**src/design/csvt_pkg.sv**
```systemverilog
// shared types and character constants of the csv tokenizer
`timescale 1ns / 1ps

package csvt_pkg;

  localparam logic [7:0] CH_QUOTE  = 8'h22;
  localparam logic [7:0] CH_COMMA  = 8'h2C;
  localparam logic [7:0] CH_CR     = 8'h0D;
  localparam logic [7:0] CH_LF     = 8'h0A;
  localparam logic [7:0] CH_BSLASH = 8'h5C;
  localparam logic [7:0] CH_TAB    = 8'h09;
  localparam logic [7:0] CH_N      = 8'h6E;
  localparam logic [7:0] CH_C      = 8'h63;
  localparam logic [7:0] CH_R      = 8'h72;
  localparam logic [7:0] CH_T      = 8'h74;

  localparam logic [7:0] COLOR_RESET = 8'd28;

  typedef enum logic [1:0] {
    TK_DATA     = 2'd0,
    TK_CELL_END = 2'd1,
    TK_ROW_END  = 2'd2
  } token_kind_t;

  typedef struct packed {
    logic [1:0] token_kind;
    logic [7:0] out_byte;
    logic       last;
  } token_t;

  typedef struct packed {
    logic in_quotes;
    logic quote_pending;
    logic escape_pending;
    logic cell_begun;
    logic row_begun;
    logic cell_cut;
  } parse_state_t;

  typedef struct packed {
    logic [1:0] count;
    token_t     tok0;
    token_t     tok1;
  } step_res_t;

endpackage

```
**src/design/csvt_if.sv**
```systemverilog
// valid/ready channel interfaces of the csv tokenizer
`timescale 1ns / 1ps

interface csvt_in_if;
  logic       valid;
  logic       ready;
  logic [7:0] in_byte;
  logic       end_of_input;
  modport source (output valid, output in_byte, output end_of_input, input ready);
  modport sink (input valid, input in_byte, input end_of_input, output ready);
endinterface

interface csvt_out_if;
  logic       valid;
  logic       ready;
  logic [1:0] token_kind;
  logic [7:0] out_byte;
  logic       last;
  modport source (output valid, output token_kind, output out_byte, output last,
                  input ready);
  modport sink (input valid, input token_kind, input out_byte, input last,
                output ready);
endinterface

interface csvt_cfg_if;
  logic       valid;
  logic       ready;
  logic [7:0] color_escape_byte;
  modport source (output valid, output color_escape_byte, input ready);
  modport sink (input valid, input color_escape_byte, output ready);
endinterface

```
**src/design/csvt_step.sv**
```systemverilog
// per-byte parse step: next state and up to two tokens
`timescale 1ns / 1ps

module csvt_step (
  input  csvt_pkg::parse_state_t st,
  input  logic [7:0]             in_byte,
  input  logic                   end_of_input,
  input  logic [7:0]             color,
  output csvt_pkg::parse_state_t st_next,
  output csvt_pkg::step_res_t    res
);

  always_comb begin
    csvt_pkg::parse_state_t s;
    logic       done;
    logic       do_raw;
    logic [7:0] raw_b;
    logic       do_end;
    logic [1:0] end_kind;
    logic       do_data;
    logic [7:0] d;
    logic [1:0] n;
    csvt_pkg::token_t t0;
    csvt_pkg::token_t t1;

    s        = st;
    done     = 1'b0;
    do_raw   = 1'b0;
    raw_b    = in_byte;
    do_end   = 1'b0;
    end_kind = csvt_pkg::TK_CELL_END;
    do_data  = 1'b0;
    d        = in_byte;
    n        = 2'd0;
    t0       = '0;
    t1       = '0;

    // quote seen inside quotes: doubled quote or closing quote
    if (s.quote_pending) begin
      s.quote_pending = 1'b0;
      if (in_byte == csvt_pkg::CH_QUOTE) begin
        do_raw = 1'b1;
        done   = 1'b1;
      end else begin
        s.in_quotes = 1'b0;
      end
    end

    if (!done) begin
      priority if (in_byte == csvt_pkg::CH_QUOTE) begin
        if (s.in_quotes) begin
          if (end_of_input) s.in_quotes = 1'b0;
          else s.quote_pending = 1'b1;
        end else if (!s.cell_begun) begin
          s.in_quotes = 1'b1;
        end
      end else if (in_byte == csvt_pkg::CH_COMMA) begin
        if (!s.in_quotes) begin
          do_end      = 1'b1;
          end_kind    = csvt_pkg::TK_CELL_END;
          s.row_begun = 1'b1;
        end else begin
          do_raw = 1'b1;
        end
      end else if (in_byte == csvt_pkg::CH_CR) begin
        do_raw = 1'b0;
      end else if (in_byte == csvt_pkg::CH_LF && !s.in_quotes) begin
        do_end      = 1'b1;
        end_kind    = csvt_pkg::TK_ROW_END;
        s.row_begun = 1'b0;
      end else begin
        do_raw = 1'b1;
      end
    end

    // raw cell byte with escape resolution
    if (do_raw) begin
      s.cell_begun = 1'b1;
      if (!s.cell_cut) begin
        if (s.escape_pending) begin
          s.escape_pending = 1'b0;
          if (raw_b != csvt_pkg::CH_LF) begin
            do_data = 1'b1;
            priority if (raw_b == csvt_pkg::CH_N) d = csvt_pkg::CH_LF;
            else if (raw_b == csvt_pkg::CH_C) d = color;
            else if (raw_b == csvt_pkg::CH_R) d = csvt_pkg::CH_CR;
            else if (raw_b == csvt_pkg::CH_T) d = csvt_pkg::CH_TAB;
            else d = raw_b;
          end
        end else if (raw_b == csvt_pkg::CH_BSLASH) begin
          s.escape_pending = 1'b1;
        end else begin
          do_data = 1'b1;
          d       = raw_b;
        end
        if (do_data) begin
          if (d == 8'd0) begin
            s.cell_cut = 1'b1;
          end else begin
            t0 = '{token_kind: csvt_pkg::TK_DATA, out_byte: d, last: 1'b0};
            n  = 2'd1;
          end
        end
      end
    end

    // comma or newline closes the cell
    if (do_end) begin
      t0               = '{token_kind: end_kind, out_byte: 8'd0, last: 1'b0};
      n                = 2'd1;
      s.cell_begun     = 1'b0;
      s.escape_pending = 1'b0;
      s.cell_cut       = 1'b0;
    end

    // flush on the final byte
    if (end_of_input) begin
      if (s.cell_begun || s.row_begun) begin
        if (n == 2'd0) begin
          t0 = '{token_kind: csvt_pkg::TK_ROW_END, out_byte: 8'd0, last: 1'b0};
        end else begin
          t1 = '{token_kind: csvt_pkg::TK_ROW_END, out_byte: 8'd0, last: 1'b0};
        end
        n = n + 2'd1;
      end
      s = '0;
    end

    if (n == 2'd1) t0.last = 1'b1;
    if (n == 2'd2) t1.last = 1'b1;

    st_next   = s;
    res.count = n;
    res.tok0  = t0;
    res.tok1  = t1;
  end

endmodule

```
**src/design/csvt_out_queue.sv**
```systemverilog
// small result queue: two writes, one read per cycle
`timescale 1ns / 1ps

module csvt_out_queue #(
  parameter int DEPTH = 4
) (
  input  logic                       clk,
  input  logic                       rst,
  input  csvt_pkg::step_res_t        push,
  input  logic                       pop,
  output csvt_pkg::token_t           head,
  output logic [$clog2(DEPTH+1)-1:0] count
);

  localparam int PW = $clog2(DEPTH);
  localparam int CW = $clog2(DEPTH + 1);

  csvt_pkg::token_t slots [DEPTH];
  logic [PW-1:0] rp;
  logic [PW-1:0] wp;
  logic [PW-1:0] wp1;
  logic [PW-1:0] wp2;
  logic [PW-1:0] rp_next;
  logic [PW-1:0] wp_next;
  logic [CW-1:0] count_next;

  function automatic logic [PW-1:0] inc(input logic [PW-1:0] p);
    return (p == PW'(DEPTH - 1)) ? '0 : p + 1'b1;
  endfunction

  assign wp1     = inc(wp);
  assign wp2     = inc(wp1);
  assign rp_next = pop ? inc(rp) : rp;
  assign head    = slots[rp];

  always_comb begin
    unique case (push.count)
      2'd1:    wp_next = wp1;
      2'd2:    wp_next = wp2;
      default: wp_next = wp;
    endcase
    count_next = count + CW'(push.count) - CW'(pop);
  end

  always_ff @(posedge clk) begin
    if (rst) begin
      rp    <= '0;
      wp    <= '0;
      count <= '0;
    end else begin
      rp    <= rp_next;
      wp    <= wp_next;
      count <= count_next;
    end
  end

  always_ff @(posedge clk) begin
    for (int i = 0; i < DEPTH; i++) begin
      if (push.count != 2'd0 && PW'(i) == wp) slots[i] <= push.tok0;
      if (push.count == 2'd2 && PW'(i) == wp1) slots[i] <= push.tok1;
    end
  end

endmodule

```
**src/design/csv_tokenizer_with_escapes_unit.sv**
```systemverilog
// top level of the csv tokenizer with backslash escapes
`timescale 1ns / 1ps

// csv tokenizer: one text byte per input transaction, tokens out
// - in_ch carries in_byte and end_of_input; a transaction is taken when
//   valid and ready are both high at a rising edge of clk
// - out_ch gives one token per transaction: cell data byte, end of cell,
//   or end of cell and row; last marks the final token of an input byte
// - cfg writes the colour byte used for the backslash-c escape; it is
//   always ready and should only be written while the block is idle
// - each byte is decoded by the step logic in the cycle it is taken and
//   its zero, one or two tokens land in the result queue at that edge
// - a queued token is offered on out_ch once the tokens ahead of it go
// - throughput: one byte per cycle while in_ch.ready is high; a byte
//   giving two tokens needs two pops; the sink's drain rate sets the pace
// - in_ch.ready stays high while the queue has room for two tokens, so a
//   stalled receiver holds off input once fewer than two slots are free
// - synchronous reset clears the parse flags and the queue and restores
//   the colour byte to its reset value of 28

module csv_tokenizer_with_escapes_unit #(
  parameter int QUEUE_DEPTH = 4
) (
  input  logic       clk,
  input  logic       rst,
  csvt_in_if.sink    in_ch,
  csvt_out_if.source out_ch,
  csvt_cfg_if.sink   cfg
);

  localparam int CW = $clog2(QUEUE_DEPTH + 1);

  csvt_pkg::parse_state_t st;
  csvt_pkg::parse_state_t st_next;
  csvt_pkg::step_res_t    step_res;
  csvt_pkg::step_res_t    push;
  csvt_pkg::token_t       head;
  logic [7:0]             color;
  logic [CW-1:0]          q_count;
  logic                   in_acc;
  logic                   out_acc;

  // handshakes
  assign in_ch.ready = (q_count <= CW'(QUEUE_DEPTH - 2));
  assign in_acc      = in_ch.valid && in_ch.ready;
  assign out_ch.valid = (q_count != '0);
  assign out_acc     = out_ch.valid && out_ch.ready;
  assign cfg.ready   = 1'b1;

  // per-byte decode of quotes, escapes and cell boundaries
  csvt_step u_step (
    .st           (st),
    .in_byte      (in_ch.in_byte),
    .end_of_input (in_ch.end_of_input),
    .color        (color),
    .st_next      (st_next),
    .res          (step_res)
  );

  // tokens are only pushed for a taken transaction
  always_comb begin
    push = step_res;
    if (!in_acc) push.count = 2'd0;
  end

  csvt_out_queue #(
    .DEPTH (QUEUE_DEPTH)
  ) u_queue (
    .clk   (clk),
    .rst   (rst),
    .push  (push),
    .pop   (out_acc),
    .head  (head),
    .count (q_count)
  );

  assign out_ch.token_kind = head.token_kind;
  assign out_ch.out_byte   = head.out_byte;
  assign out_ch.last       = head.last;

  // parse flags and colour register
  always_ff @(posedge clk) begin
    if (rst) begin
      st    <= '0;
      color <= csvt_pkg::COLOR_RESET;
    end else begin
      if (in_acc) st <= st_next;
      if (cfg.valid && cfg.ready) color <= cfg.color_escape_byte;
    end
  end

  // queue never overfills
  a_queue_bound: assert property (@(posedge clk) disable iff (rst)
    q_count <= CW'(QUEUE_DEPTH))
    else $error("result queue overfilled");

  // the final byte leaves every parse flag cleared
  a_flush_clears: assert property (@(posedge clk) disable iff (rst)
    (in_acc && in_ch.end_of_input) |=> (st == '0))
    else $error("parse state not cleared after final byte");

  // with two tokens only the second carries last
  a_last_order: assert property (@(posedge clk) disable iff (rst)
    (in_acc && step_res.count == 2'd2) |-> (!step_res.tok0.last && step_res.tok1.last))
    else $error("last flag on wrong token");

  // cell and row marks carry a zero byte
  a_mark_zero: assert property (@(posedge clk) disable iff (rst)
    (out_ch.valid && out_ch.token_kind != csvt_pkg::TK_DATA) |-> (out_ch.out_byte == 8'd0))
    else $error("boundary token with nonzero byte");

endmodule

```
**src/flat_wrapper.sv**
```systemverilog
// flat-port wrapper written by rule: the top's interface ports become plain ports
module csv_tokenizer_with_escapes_unit_flat 
#(
  parameter int QUEUE_DEPTH = 4
)
  (clk, rst, in_ch_valid, in_ch_in_byte, in_ch_end_of_input, in_ch_ready, out_ch_valid, out_ch_token_kind, out_ch_out_byte, out_ch_last, out_ch_ready, cfg_valid, cfg_color_escape_byte, cfg_ready);
  csvt_in_if in_ch_i ();
  csvt_out_if out_ch_i ();
  csvt_cfg_if cfg_i ();
  input  logic clk;
  input  logic rst;
  input wire logic [$bits(in_ch_i.valid)-1:0] in_ch_valid;
  input wire logic [$bits(in_ch_i.in_byte)-1:0] in_ch_in_byte;
  input wire logic [$bits(in_ch_i.end_of_input)-1:0] in_ch_end_of_input;
  output wire logic [$bits(in_ch_i.ready)-1:0] in_ch_ready;
  output wire logic [$bits(out_ch_i.valid)-1:0] out_ch_valid;
  output wire logic [$bits(out_ch_i.token_kind)-1:0] out_ch_token_kind;
  output wire logic [$bits(out_ch_i.out_byte)-1:0] out_ch_out_byte;
  output wire logic [$bits(out_ch_i.last)-1:0] out_ch_last;
  input wire logic [$bits(out_ch_i.ready)-1:0] out_ch_ready;
  input wire logic [$bits(cfg_i.valid)-1:0] cfg_valid;
  input wire logic [$bits(cfg_i.color_escape_byte)-1:0] cfg_color_escape_byte;
  output wire logic [$bits(cfg_i.ready)-1:0] cfg_ready;
  assign in_ch_i.valid = in_ch_valid;
  assign in_ch_i.in_byte = in_ch_in_byte;
  assign in_ch_i.end_of_input = in_ch_end_of_input;
  assign in_ch_ready = in_ch_i.ready;
  assign out_ch_valid = out_ch_i.valid;
  assign out_ch_token_kind = out_ch_i.token_kind;
  assign out_ch_out_byte = out_ch_i.out_byte;
  assign out_ch_last = out_ch_i.last;
  assign out_ch_i.ready = out_ch_ready;
  assign cfg_i.valid = cfg_valid;
  assign cfg_i.color_escape_byte = cfg_color_escape_byte;
  assign cfg_ready = cfg_i.ready;
  csv_tokenizer_with_escapes_unit #(.QUEUE_DEPTH(QUEUE_DEPTH)) u_core (.clk(clk), .rst(rst), .in_ch(in_ch_i), .out_ch(out_ch_i), .cfg(cfg_i));
endmodule
```
**config.mk**
```make
export PLATFORM = sky130hd
export DESIGN_NAME = csv_tokenizer_with_escapes_unit_flat
export DESIGN_NICKNAME = d
export VERILOG_FILES = /design/src/design/csvt_pkg.sv /design/src/design/csvt_if.sv /design/src/design/csvt_step.sv /design/src/design/csvt_out_queue.sv /design/src/design/csv_tokenizer_with_escapes_unit.sv /design/src/flat_wrapper.sv
export SDC_FILE = /design/constraint.sdc
export NUM_CORES = 1
export LEC_CHECK = 0
export ABC_AREA = 1
export BUFFER_PORTS_ARGS = -buffer_cell sky130_fd_sc_hd__buf_4
export CAP_MARGIN = 20
export CORE_UTILIZATION = 40
export DETAILED_ROUTE_END_ITERATION = 6
export PLACE_DENSITY = 0.54
export SYNTH_ARGS = -nofsm -noshare
export SYNTH_HDL_FRONTEND = slang
export SYNTH_HIERARCHICAL = 1
export SYNTH_SLANG_ARGS = --single-unit
```
**constraint.sdc**
```tcl
create_clock -name clk -period 8.5 [get_ports clk]
set_input_delay 0.425 -clock clk [delete_from_list [all_inputs] [get_ports clk]]
set_output_delay 0.425 -clock clk [all_outputs]
set_load 0.01 [all_outputs]
```
==> results.py, run 1 <==
metrics = {
    "timing": {
        "min_period_over_period_pct": 42.6,
        "skew_ns": 0.0102,
        "holdWs_ns": 0.281,
        "worstMarginPinSlew_ns": 0.758,
        "fin_ws_ns": 4.88,
        "finalMaxSlewViolations": 0,
        "finalSetupTns_ns": 0,
        "hold_violations": 0,
        "period_needed_ns": 3.62,
        "grt_setup_unrepaired": "false",
        "final-setup-viol-count": 0,
        "slew_headroom_pct": 49.4,
        "max_freq_mhz": 276,
    },
    "cts": {
        "clkLatencyLatePin_ns": 0.35,
        "ctsHoldBuffers": 0,
        "numCtsBuffers": 9,
        "clock-sinks": 67,
        "root_buffer": "clkbuf_8",
        "htreeDepth": 3,
        "clkTransAtPathRegs_ns": 0.08,
        "cts_tree": "yes",
        "cts_resized": 0,
        "cts_setup_buffers": 0,
        "cts_max_path_buffers": 2,
    },
    "floorplanning": {
        "die_w_microns": 105,
        "die-area_sq_um": 10900,
        "ios": 36,
        "rows": 37,
        "core_area_sq_um": 10300,
        "start_util_pct": 41.0,
        "fp.dieH_microns": 105,
    },
    "route": {
        "drt-initial-drc-count": 141,
        "route.antenna.remaining_nets": 0,
        "drc_errors": 0,
        "post_drt_via_cell_ratio": 4.79,
        "dr.pass1.iters": 4,
        "wire_per_inst_microns": 12.6,
        "wirelength_mm": 9.01,
        "via_count": 3433,
    },
    "global_route": {
        "grtUsageTotal_pct": 17.7,
        "gr-usage-met1_pct": 23.8,
        "busiest_layer": "met2",
        "grt_max_degree": 24,
        "grt_pass1_wl_mm": 15.3,
        "grt-ovfl-total": 0,
        "use_met3_pct": 2.62,
        "antenna_found_initial": 0,
        "use_met2_pct": 28.9,
        "grt_pass1_vias": 3192,
    },
    "setup_path": {
        "crit_path_end_kind": "register",
        "worst-endpoint-arrival_ns": 3.71,
        "path_class": "reg -> reg",
        "path_cells": "nand3_1, nand3_1, nand2_1, inv_1, nand2_1, nor2_1, nand2_1, nand2_2, nand2_1, ha_1, inv_1, nand2_1, nand2_2, inv_1, inv_1, nor2_1, inv_1, ha_1, nand2_2, o21ai_0, buf_4",
        "cp_max_fo": 23,
        "slowest_delay_ns": 0.59,
        "start_kind": "register",
        "crit_buf_inv": 6,
        "cp.required_ns": 8.59,
        "cpMaxStageDelayCell": "dfxtp_1",
        "critPathTopFamily": "simple AND/OR/NAND/NOR gates",
        "r2r_slack_ns": 4.88,
    },
    "pwr": {
        "p_sw_uw": 434,
        "pwr-share-clk_pct": 22.4,
        "combPwrFrac_pct": 36.9,
        "pwr-share-seq_pct": 40.7,
        "power.internal_uw": 738,
        "ir_drop_mv": 0.0862,
        "p_leak_nw": 2.08,
        "p_per_area_nw_per_um2": 251,
        "power_switching_share_pct": 37.0,
    },
    "worst_hold_path": {
        "hp-class": "in -> reg",
    },
    "finish": {
        "final_cell_mix": "124 x nand2_1, 74 x inv_1, 73 x nor2_1",
        "drive_above_1_share_pct": 18.1,
        "nFillCells": 1066,
        "areaGrowthSynthToFinish_pct": 10.9,
        "layout.nets": 611,
        "layout_commonest_cell": "nand2_1",
        "stdcell_count": 717,
        "diodes": 0,
        "finalInstanceArea_sq_um": 4670,
    },
    "place": {
        "numPortBuffers": 34,
        "place_area_sq_um": 4480,
        "dp.cells": 701,
        "place_ws_ns": 4.54,
        "dp_hpwl_mm": 6.69,
        "gp_congestion": 0.879,
    },
    "run": {
        "drv_cap": 0,
    },
    "run_status": {
        "outcome": "finished clean",
    },
    "synth": {
        "netlist_area_sq_um": 4210,
        "synth.avg_cell_area_sq_um": 7.69,
        "yosysWarnings": 6,
        "yosysUniqueCellTypes": 37,
        "yosys_most_used_dff": "edfxtp_1",
        "synth_cells": 547,
        "synth_seq_cells": 67,
        "ys_seq_area_share_pct": 42.3,
        "synth_edf_count": 44,
        "synthArstFlopShare_pct": 0,
    },
}
-- worst min-delay path: stages --
cell and delay (ns):
buf_4 0.07, nand2_1 0.04, nand3_1 0.06
-- routing by layer --
metal | share of wire (%) | up-vias
met2 | 46 | 70
met3 | 3.5 | 9
met1 | 49 | 1546
met4 | 1.4 | 0
met5 | 0 | -
li1 | - | 1808
-- flip-flops by register name, indices dropped and copies added, names as in the netlist, named ones only --
signal and count:
u_core/st 6, u_core/u_queue/wp 2, u_core/u_queue/slots 44, u_core/color 8, u_core/u_queue/count 3, u_core/u_queue/rp 2
-- synth_stat cells (2+ instances only) --
master      n  area share (%)
nand2_1   124              11
inv_1      74             6.6
nor2_1     73             6.5
edfxtp_1   44              31
o21ai_0    35             4.2
dfxtp_1    23              11
o21ai_1    23             2.7
o21ai_2    23             4.8
nand3_1    16             1.9
nand2_2    14             2.1
ha_1       12             3.6
buf_4      11             2.0
o22ai_1    11             1.6
a21oi_1     9             1.1
buf_6       8             2.1
nand4_1     8             1.2
inv_2       6            0.54
buf_2       5            0.59
nor2_2      5            0.74
nor3_1      3            0.36
clkbuf_1    2            0.18
clkbuf_2    2            0.24
conb_1      2            0.18
-- cell families (layout without fill, tap and decap cells) --
| group | after synthesis | count (layout) | synth area share, % |
|---|---|---|---|
| compound gates | 104 | 104 | 15.0 |
| xor+xnor | 1 | 1 | 0.208 |
| flops | 67 | 67 | 42.3 |
| simple gates | 252 | 252 | 26.0 |
| other cells | 2 | 10 | 0.178 |
| buf+inv | 108 | 134 | 12.2 |
| fa+ha+maj | 13 | 13 | 4.04 |
-- per-stage QoR --
stage / power [mW] / util [%]
floorplan: 0.782 / -
global placement: 0.917 / 43.6
detailed placement: 0.922 / 43.6
CTS: 1.18 / 45.4
global route: 1.27 / 45.4
finish: 1.17 / 45.4
-- final timing paths --
check,from,cells after the start,endpoint
setup reg to reg,u_core/st[3],21,u_core/u_queue/slots[2][9]
hold reg to reg,u_core/color[2],2,u_core/color[2]
setup / recovery,u_core/st[3],21,u_core/u_queue/slots[2][9]
hold / removal,cfg_color_escape_byte[2],3,u_core/color[2]
-- power by group through the flow --
stage          Combinational (mW)  Sequential [mW]  Clock, mW
2_1_floorplan               0.321            0.461          0
3_3_place_gp                0.432            0.485          0
3_5_place_dp                0.437            0.485          0
4_1_cts                     0.439            0.477      0.269
5_1_grt                     0.498            0.486      0.282
6_report                    0.433            0.477      0.263
-- final cells by class --
type                       count  area [sq um]  area share [%]
multi-input combinational    380          1940            41.6
clock inverter                 5          55.1            1.18
inverter                      80           300            6.44
sequential                    67          1780            38.2
clock buffer                  11           131            2.82
timing repair buffer          38           285            6.11
tap                          136           170            3.65
Power figures use the tool's default switching activity.
==> run 2, diff against run 1 <==
PLACE_DENSITY = 0.56   (was 0.54)
clock period = 3.15 ns   (was 8.5 ns; I/O delays follow)
==> results.py, run 2 (synthesized netlist as in run 1, its figures left out) <==
metrics = {
    "finish": {
        "areaGrowthSynthToFinish_pct": 18.9,
        "top_register": "u_core/u_queue/slots",
        "largestRegisters": "u_core/u_queue/slots (44), u_core/color (8), u_core/st (6)",
        "largest_reg_flops": 44,
        "layout_commonest_cell": "nand2_1",
        "layout.nets": 635,
        "nFillCells": 1029,
        "finalInstanceArea_sq_um": 5000,
        "drive_above_1_share_pct": 22.5,
        "stdcell_count": 741,
        "final_cell_mix": "124 x nand2_1, 74 x inv_1, 73 x nor2_1",
        "diodes": 0,
    },
    "place": {
        "dp_hpwl_mm": 6.96,
        "gp_congestion": 0.930,
        "place_ws_ns": -0.0288,
        "numPortBuffers": 34,
        "place_area_sq_um": 4770,
        "dp.cells": 724,
    },
    "timing": {
        "slew_headroom_pct": 58.7,
        "hold_violations": 0,
        "worstMarginPinSlew_ns": 0.619,
        "skew_ns": 0.0108,
        "period_needed_ns": 2.87,
        "grt_setup_unrepaired": "false",
        "min_period_over_period_pct": 91.1,
        "finalMaxSlewViolations": 0,
        "holdWs_ns": 0.0234,
        "fin_ws_ns": 0.282,
        "final-setup-viol-count": 0,
        "max_freq_mhz": 349,
    },
    "global_route": {
        "grt-ovfl-total": 0,
        "grt_pass1_vias": 3351,
        "grt_pass1_wl_mm": 15.8,
        "grtUsageTotal_pct": 18.2,
        "antenna_found_initial": 0,
        "grt_max_degree": 24,
    },
    "run_status": {
        "outcome": "finished clean",
    },
    "route": {
        "route.antenna.remaining_nets": 0,
        "via_count": 3524,
        "post_drt_via_cell_ratio": 4.76,
        "wire_per_inst_microns": 12.4,
        "dr.pass1.iters": 4,
        "wirelength_mm": 9.20,
        "drc_errors": 0,
        "drt-initial-drc-count": 156,
    },
    "setup_path": {
        "worst-endpoint-arrival_ns": 2.96,
        "path_class": "reg -> reg",
        "crit_path_end_kind": "register",
        "rr_startpoint": "u_core/st[3]",
        "cp_max_fo": 16,
        "crit_start": "u_core/st[3]",
        "cp.required_ns": 3.24,
        "start_kind": "register",
    },
    "floorplanning": {
        "core_area_sq_um": 10300,
        "fp.dieH_microns": 105,
        "start_util_pct": 41.0,
        "ios": 36,
        "die_w_microns": 105,
        "die-area_sq_um": 10900,
        "rows": 37,
    },
    "worst_hold_path": {
        "hold_start": "cfg_color_escape_byte[4]",
        "hp-class": "in -> reg",
    },
    "pwr": {
        "ir_drop_mv": 0.262,
        "p_leak_nw": 2.25,
        "total_power_mw": 3.38,
        "p_per_area_nw_per_um2": 675,
    },
    "cts": {
        "cts_max_path_buffers": 2,
        "clkLatencyLatePin_ns": 0.34,
        "cts_tree": "yes",
        "clkTransAtPathRegs_ns": 0.08,
        "htreeDepth": 3,
        "numCtsBuffers": 9,
        "root_buffer": "clkbuf_8",
        "clock-sinks": 67,
    },
    "run": {
        "drv_cap": 0,
    },
}
==> run 2: changes by cell type in the layout (fill, tap and decap cells not counted) <==
cell,change
o21ai_2,+4
bufinv_16,+1
dfxtp_4,+1
clkbuf_1,-1
buf_12,+8
ha_1,-2
clkinv_4,+2
dlygate4sd3_1,+1
o21ai_0,-4
dfxtp_1,-1
clkinvlp_4,-1
buf_4,+15
clkinv_2,-1
ha_2,+2
==> run 2: layout make-up <==
class	count	area (sq um)	share of cell area (%)
sequential	67	1790	35.7
inverter	80	300	6.00
tap	136	170	3.40
clock inverter	6	90.1	1.80
multi-input combinational	380	1960	39.2
clock buffer	10	128	2.55
timing repair buffer	62	568	11.4
==> run 2: repair_timing <==
item | in CTS | in global routing
setup endpoints to repair | 0 | 92
setup buffers | 0 | 0
gates resized for setup | 0 | 4
endpoints found under the hold margin | 1 | 0
hold buffers | 1 | 0
==> run 2: metrics by stage <==
step	setup TNS, ns	utilization [%]
after floorplan	0	-
after global placement	0	46.4
after detailed placement	-0.737	46.4
after CTS	0	48.6
after global routing	0	48.7
final	0	48.7
==> run 2: path summary, 6_finish.rpt <==
path / to / slack (ns) / cells after the start
worst max-delay path: u_core/u_queue/slots[2][7] / 0.28 / 21
worst min-delay path: u_core/color[4] / 0.02 / 3
worst max register to register: u_core/u_queue/slots[2][7] / 0.28 / 21
worst min register to register: u_core/color[4] / 0.47 / 2
==> run 2: critical path, cell delays in order, from the launching register on <==
cell     delay (ns)
dfxtp_4        0.38
nor2_1         0.09
inv_1          0.07
nor3_1         0.17
nand4_1        0.16
nand2_1        0.14
nor3_4         0.06
nand2_2        0.08
nand2_1        0.05
ha_1           0.29
inv_1          0.07
nand2_1        0.06
nand2_2        0.07
inv_1          0.04
inv_1          0.04
nor2_1         0.05
inv_1          0.08
ha_2           0.25
nand2_2        0.14
buf_12         0.18
nand2_1        0.08
o21ai_2        0.06
==> run 2: power by group <==
part / internal (mW) / switching, mW / total (mW)
combinational: 0.564 / 0.760 / 1.32
sequential: 1.16 / 0.0978 / 1.26
clock: 0.447 / 0.347 / 0.794
total: 2.17 / 1.20 / 3.38
==> run 2: routing by layer <==
metal	vias up	track usage [%]	share of wire [%]
met1	1593	24.5	50
met4	0	6.44	1.7
met5	-	0	0
met2	63	29.6	46
met3	13	2.74	2.7
li1	1855	-	-
